$ cat src/sv/flg_pkg.sv
package flg_pkg;

	// Delay line geometry
	localparam int DELAY_DEPTH = 2048;
	localparam int ADDR_W      = $clog2(DELAY_DEPTH);
	localparam int FRAC_W      = 8;
	localparam int POS_W       = ADDR_W + FRAC_W;

	// Sample and accumulator widths
	localparam int SAMPLE_W = 24;
	localparam int SUM_W    = 32;
	localparam logic signed [SUM_W-1:0] SAT_HI = SUM_W'((64'sd1 <<< (SAMPLE_W - 1)) - 1);
	localparam logic signed [SUM_W-1:0] SAT_LO = -SAT_HI - SUM_W'(1);

	// Sine approximation
	localparam int SINE_BITS = 10;
	localparam int QBITS     = SINE_BITS - 2;
	localparam int TSHIFT    = 16 - QBITS;
	localparam logic [16:0] SIN_C1 = 17'd42334;
	localparam logic [16:0] SIN_C2 = 17'd102944;
	localparam logic [12:0] SIN_C3 = 13'd5210;
	localparam logic [14:0] SIN_MAX = 15'd32767;
	localparam logic [15:0] HALF_Q15 = 16'd32768;
	localparam logic [16:0] UNITY_Q15 = 17'd32768;

	// Configuration port
	localparam int CFG_IDX_W  = 2;
	localparam int CFG_DATA_W = 23;
	localparam int STEP_W     = 23;
	localparam int SWEEP_W    = 19;
	localparam int GAIN_W     = 16;

	typedef enum logic [CFG_IDX_W-1:0] {
		REG_PHASE_STEP = 2'd0,
		REG_SWEEP      = 2'd1,
		REG_FEEDBACK   = 2'd2,
		REG_WET        = 2'd3
	} cfg_reg_t;

	localparam logic [STEP_W-1:0]  RST_PHASE_STEP = 23'd26844;
	localparam logic [SWEEP_W-1:0] RST_SWEEP      = 19'd86016;
	localparam logic [GAIN_W-1:0]  RST_FEEDBACK   = 16'd16384;
	localparam logic [GAIN_W-1:0]  RST_WET        = 16'd16384;

	// Strobes from the sequencer to each channel
	typedef struct packed {
		logic addr;
		logic rd_b;
		logic interp;
		logic mult;
		logic commit;
	} flg_ctl_t;

	// Status of the sweep unit
	typedef struct packed {
		logic busy;
		logic done;
	} flg_lfo_st_t;

	// Clamp to the signed sample range
	function automatic logic signed [SAMPLE_W-1:0] sat_sample(input logic signed [SUM_W-1:0] v);
		logic signed [SUM_W-1:0] c;
		c = v;
		if (v > SAT_HI) begin
			c = SAT_HI;
		end else if (v < SAT_LO) begin
			c = SAT_LO;
		end
		return SAMPLE_W'(c);
	endfunction

endpackage

$ cat src/sv/flg_lfo.sv
// Sine sweep: polynomial sine over four multiply steps, then both delays.
module flg_lfo (
	input  logic                            clk,
	input  logic                            arst_n,
	input  logic                            start,
	input  logic [31:0]                     phase,
	input  logic [flg_pkg::SWEEP_W-1:0]     sweep,
	output logic [flg_pkg::POS_W-1:0]       dly_left,
	output logic [flg_pkg::POS_W-1:0]       dly_right,
	output flg_pkg::flg_lfo_st_t            status
);

	typedef enum logic [2:0] {
		LS_IDLE,
		LS_V1,
		LS_V2,
		LS_MAG,
		LS_DLY
	} lfo_state_t;

	lfo_state_t state_q;

	logic [16:0] t_q;
	logic [16:0] t2_q;
	logic [15:0] v1_q;
	logic [16:0] v2_q;
	logic [14:0] mag_q;
	logic        neg_q;
	logic [flg_pkg::POS_W-1:0] dl_q;
	logic [flg_pkg::POS_W-1:0] dr_q;

	logic [flg_pkg::SINE_BITS-1:0] idx;
	logic [1:0]                    quad;
	logic [flg_pkg::QBITS:0]       pos_m;
	logic [16:0]                   t;
	logic [33:0]                   p0;
	logic [29:0]                   p1;
	logic [32:0]                   p2;
	logic [33:0]                   p3;
	logic [18:0]                   s1;
	logic [14:0]                   mag;
	logic [15:0]                   wl;
	logic [15:0]                   wr;
	logic [34:0]                   pl;
	logic [34:0]                   pr;

	// Quarter-wave position, mirrored on odd quarters
	always_comb begin
		idx  = phase[31 -: flg_pkg::SINE_BITS];
		quad = idx[flg_pkg::SINE_BITS-1 -: 2];
		if (quad[0]) begin
			pos_m = (flg_pkg::QBITS+1)'(1 << flg_pkg::QBITS)
				- {1'b0, idx[flg_pkg::QBITS-1:0]};
		end else begin
			pos_m = {1'b0, idx[flg_pkg::QBITS-1:0]};
		end
		t = 17'(pos_m) << flg_pkg::TSHIFT;
	end

	// One product per step
	assign p0 = t * t;
	assign p1 = t2_q * flg_pkg::SIN_C3;
	assign p2 = t2_q * v1_q;
	assign p3 = t_q * v2_q;

	// Round to Q15 and cap
	always_comb begin
		s1 = (19'(p3[33:16]) + 19'd1) >> 1;
		if (s1 > 19'(flg_pkg::SIN_MAX)) begin
			mag = flg_pkg::SIN_MAX;
		end else begin
			mag = s1[14:0];
		end
	end

	// Opposite phases for the two channels
	always_comb begin
		if (neg_q) begin
			wl = flg_pkg::HALF_Q15 - 16'(mag_q);
			wr = flg_pkg::HALF_Q15 + 16'(mag_q);
		end else begin
			wl = flg_pkg::HALF_Q15 + 16'(mag_q);
			wr = flg_pkg::HALF_Q15 - 16'(mag_q);
		end
	end

	assign pl = sweep * wl;
	assign pr = sweep * wr;

	// Step sequencer and its registers
	always_ff @(posedge clk or negedge arst_n) begin
		if (!arst_n) begin
			state_q <= LS_IDLE;
		end else begin
			case (state_q)
				LS_IDLE: begin
					if (start) begin
						t_q     <= t;
						neg_q   <= quad[1];
						t2_q    <= p0[32:16];
						state_q <= LS_V1;
					end
				end
				LS_V1: begin
					v1_q    <= 16'(flg_pkg::SIN_C1 - 17'(p1[29:16]));
					state_q <= LS_V2;
				end
				LS_V2: begin
					v2_q    <= flg_pkg::SIN_C2 - p2[32:16];
					state_q <= LS_MAG;
				end
				LS_MAG: begin
					mag_q   <= mag;
					state_q <= LS_DLY;
				end
				LS_DLY: begin
					dl_q    <= flg_pkg::POS_W'(pl[34:16]) + flg_pkg::POS_W'(256);
					dr_q    <= flg_pkg::POS_W'(pr[34:16]) + flg_pkg::POS_W'(256);
					state_q <= LS_IDLE;
				end
				default: begin
					state_q <= LS_IDLE;
				end
			endcase
		end
	end

	assign dly_left    = dl_q;
	assign dly_right   = dr_q;
	assign status.busy = (state_q != LS_IDLE);
	assign status.done = (state_q == LS_DLY);

endmodule

$ cat config.mk
export PLATFORM = sky130hd
export DESIGN_NAME = flg_lfo
export DESIGN_NICKNAME = d
export VERILOG_FILES = /design/src/sv/flg_pkg.sv /design/src/sv/flg_lfo.sv
export SDC_FILE = /design/constraint.sdc
export NUM_CORES = 2
export LEC_CHECK = 0
export BUFFER_PORTS_ARGS = -buffer_cell sky130_fd_sc_hd__buf_2
export CORE_ASPECT_RATIO = 1.75
export CORE_MARGIN = 4
export CORE_UTILIZATION = 40
export CTS_CLUSTER_DIAMETER = 100
export DETAILED_ROUTE_END_ITERATION = 16
export PLACE_DENSITY = 0.6
export SETUP_SLACK_MARGIN = 0.3
export SYNTH_ARGS = -nofsm -noshare
export SYNTH_HDL_FRONTEND = slang
export SYNTH_SLANG_ARGS = --single-unit
$ cat constraint.sdc
create_clock -name clk -period 30.1 [get_ports clk]
set_input_delay 3.01 -clock clk [delete_from_list [all_inputs] [get_ports clk]]
set_output_delay 3.01 -clock clk [all_outputs]
set_load 0.005 [all_outputs]
==> reports/results.tsv <==
stage	metric	value	unit
outcome	status	finished clean	
final_layout	drive_gt1_frac	0.0387	
floorplan	io_pins	94	
detailed_routing	viasPerCell	5.05	
worst_setup_path	path_class	flip-flop to flip-flop	
place	dp_hpwl	82.6	mm
worst_setup_path	cp-start-kind	flip-flop	
worst_setup_path	worst_ep_required_time	30350	ps
place	port_buffers	71	
sta	fmax	0.0939	GHz
final_layout	fill_cells	10100	
worst_setup_path	max_stage_delay	880	ps
final_layout	mostFrequentLayoutCells	1044 x inv_1, 852 x fa_1, 706 x nand2_1	
global_routing	grt_pass1_wl	168	mm
global_routing	grt.busiest_layer	met2	
final_layout	final_common_cell	inv_1	
sta	hold_viol	0	
place	dp_worst_setup_slack	19030	ps
clock_network	cts_resized	0	
job	maxCapViolCount	0	
sta	drv_slew	0	
synth	synthDistinctLibCells	71	
min_path	hold_class	flip-flop to flip-flop	
global_routing	antenna_found_initial	3	
worst_setup_path	crit_path_frequent_cell	fa_1	
final_layout	fin_nets	5889	
detailed_routing	drt_iter0_drc	987	
synth	synthCells	4524	
sta	skew	18.0	ps
clock_network	h-tree-depth	4	
clock_network	cts_buffers	17	
final_layout	syn2layout_area_growth	5.85	%
clock_network	cts_hold_buf	0	
sta	fin_tns_setup	0	ps
clock_network	clock_latency	510	ps
sta	setup_slack	19440	ps
clock_network	cts_setup_buffers	0	
global_routing	grt_overflow_total	0	
detailed_routing	vias	29600	
floorplan	die_h	433	um
global_routing	grt_pass1_vias	33300	
floorplan	fp.dieW	251	um
worst_setup_path	crit_buf_inv	4	
synth	synth_edf_count	111	
global_routing	grt_start_max_net_pins	39	
global_routing	gr-usage-met1	0.190	
synth	syn_area	0.0413	sq mm
final_layout	antennaDiodeCount	0	
clock_network	cts_buffer_depth	2	
global_routing	grt_usage	0.196	
global_routing	use_met2	0.398	
floorplan	num_rows	155	
worst_setup_path	cp_top_family	adder cells	
clock_network	cts_tree	yes	
floorplan	initial_core_util	0.404	
floorplan	core_area	0.102	sq mm
sta	rsz0062_at_grt	no	
detailed_routing	drc	0	
sta	worstMarginPinSlew	1280	ps
clock_network	clk_pin_slew	60	ps
place	gp_congestion	0.853	
worst_setup_path	critPathArrivalTime	10910	ps
synth	synthArstFlopShare	0.0263	
worst_setup_path	end_kind	flip-flop	
clock_network	root_buffer	clkbuf_16	
detailed_routing	wire_per_inst	17.4	um
detailed_routing	antenna_left	0	
synth	ys_warn_count	0	
sta	finalSetupViolCount	0	
worst_setup_path	critPathMaxFanout	19	
clock_network	clock_sinks	114	
synth	synth_area_per_cell	9.14	sq um
sta	min_period	10660	ps
sta	relSlewSlack	0.144	
floorplan	fp.dieArea	0.109	sq mm
worst_setup_path	slowest_stage	xor2_2	
detailed_routing	drt_wl_total	102	mm
global_routing	grtUsageMet3	0.0179	
sta	period_share	0.354	
synth	synth_top_flop_cell	edfxtp_1	
detailed_routing	drt_pre_antenna_iters	7	
synth	ys_seq_area_frac	0.0824	
synth	ys_seq_elements	114	
## state kept, by name, indices dropped and copies added, names as in the netlist
register   flops
dly_left      19
dly_right     19
v2_q          17
t2_q          16
v1_q          16
mag_q         15
t_q            8
state_q        3
neg_q          1
## area by class of cell
| cell class | instances | area, sq um | share of cell area |
|---|---|---|---|
| timing repair buffer | 115 | 686 | 0.0157 |
| tap | 1334 | 1670 | 0.0381 |
| clock buffer | 20 | 437 | 0.00998 |
| clock inverter | 12 | 188 | 0.00429 |
| multi-input combinational | 3212 | 33500 | 0.764 |
| sequential | 114 | 3410 | 0.0779 |
| inverter | 1044 | 3920 | 0.0895 |
## per-layer routing
metal / vias up / routed length [um] / share of wire
li1: 13500 / - / -
met1: 15200 / 34300 / 0.34
met2: 575 / 58800 / 0.58
met3: 285 / 2550 / 0.025
met4: 0 / 6300 / 0.062
met5: - / 0 / 0
## cells in the mapped netlist (19+ instances only)
cell type     n  share of area
inv_1      1044          0.095
fa_1        852           0.41
nand2_1     706          0.064
ha_1        479           0.14
and2_1      396          0.060
clkbuf_1    161          0.015
xnor2_1     123          0.026
edfxtp_1    111          0.081
nor2_1       91         0.0083
a21oi_1      82         0.0099
xor2_1       74          0.016
o21ai_0      45         0.0054
a21o_1       38         0.0069
nand2b_1     30         0.0045
nand3_1      25         0.0030
nor2b_1      21         0.0032
nor3_1       19         0.0023
## kinds of logic (layout without fill, tap and decap cells)
| group | count (synthesis) | after routing | share of synthesized area |
|---|---|---|---|
| AND/OR/NAND/NOR | 1367 | 1367 | 0.159 |
| XOR/XNOR | 197 | 197 | 0.0417 |
| multiplexers | 9 | 9 | 0.00242 |
| buffers and inverters | 1211 | 1191 | 0.110 |
| adder cells (fa/ha/maj) | 1331 | 1331 | 0.558 |
| AO/OA/AOI/OAI | 293 | 293 | 0.0470 |
| other | 2 | 15 | 0.000182 |
| flip-flops | 114 | 114 | 0.0824 |
## stage by stage
stage | area [sq um] | hold slack, ps | std cells | utilization
floorplan | 41400 | 459 | 4537 | -
global placement | 43100 | 485 | 5819 | 0.421
detailed placement | 43100 | 499 | 5819 | 0.421
CTS | 43800 | 510 | 5851 | 0.427
global route | 43800 | 530 | 5851 | 0.427
finish | 43800 | 504 | 5851 | 0.427
## worst reg2reg max path, delay by kind of cell, from the launching register on
kind                     cells  cell delay (ps)
flip-flops                   1              670
adder cells (fa/ha/maj)      9             3760
buffers and inverters        4              330
AO/OA/AOI/OAI                7             1820
XOR/XNOR                     4             1480
AND/OR/NAND/NOR              9             2360
## final timing paths
path | start | depth (start not counted) | to | slack [ps]
min in group asynchronous | arst_n | 1 | state_q[1]$_DFFE_PN0P_ | 2300
hold / removal | state_q[2]$_DFFE_PN0P_ | 1 | state_q[2]$_DFFE_PN0P_ | 500
max in group asynchronous | arst_n | 1 | state_q[0]$_DFFE_PN0P_ | 27660
hold reg to reg | state_q[2]$_DFFE_PN0P_ | 1 | state_q[2]$_DFFE_PN0P_ | 500
setup reg to reg | mag_q[0]$_SDFFCE_PN1P_ | 33 | dly_right[18]$_DFFE_PP_ | 19440
setup / recovery | mag_q[0]$_SDFFCE_PN1P_ | 33 | dly_right[18]$_DFFE_PP_ | 19440
Power is not shown: default switching activity piles up to over one toggle a cycle in this logic, so the estimate is an artifact.
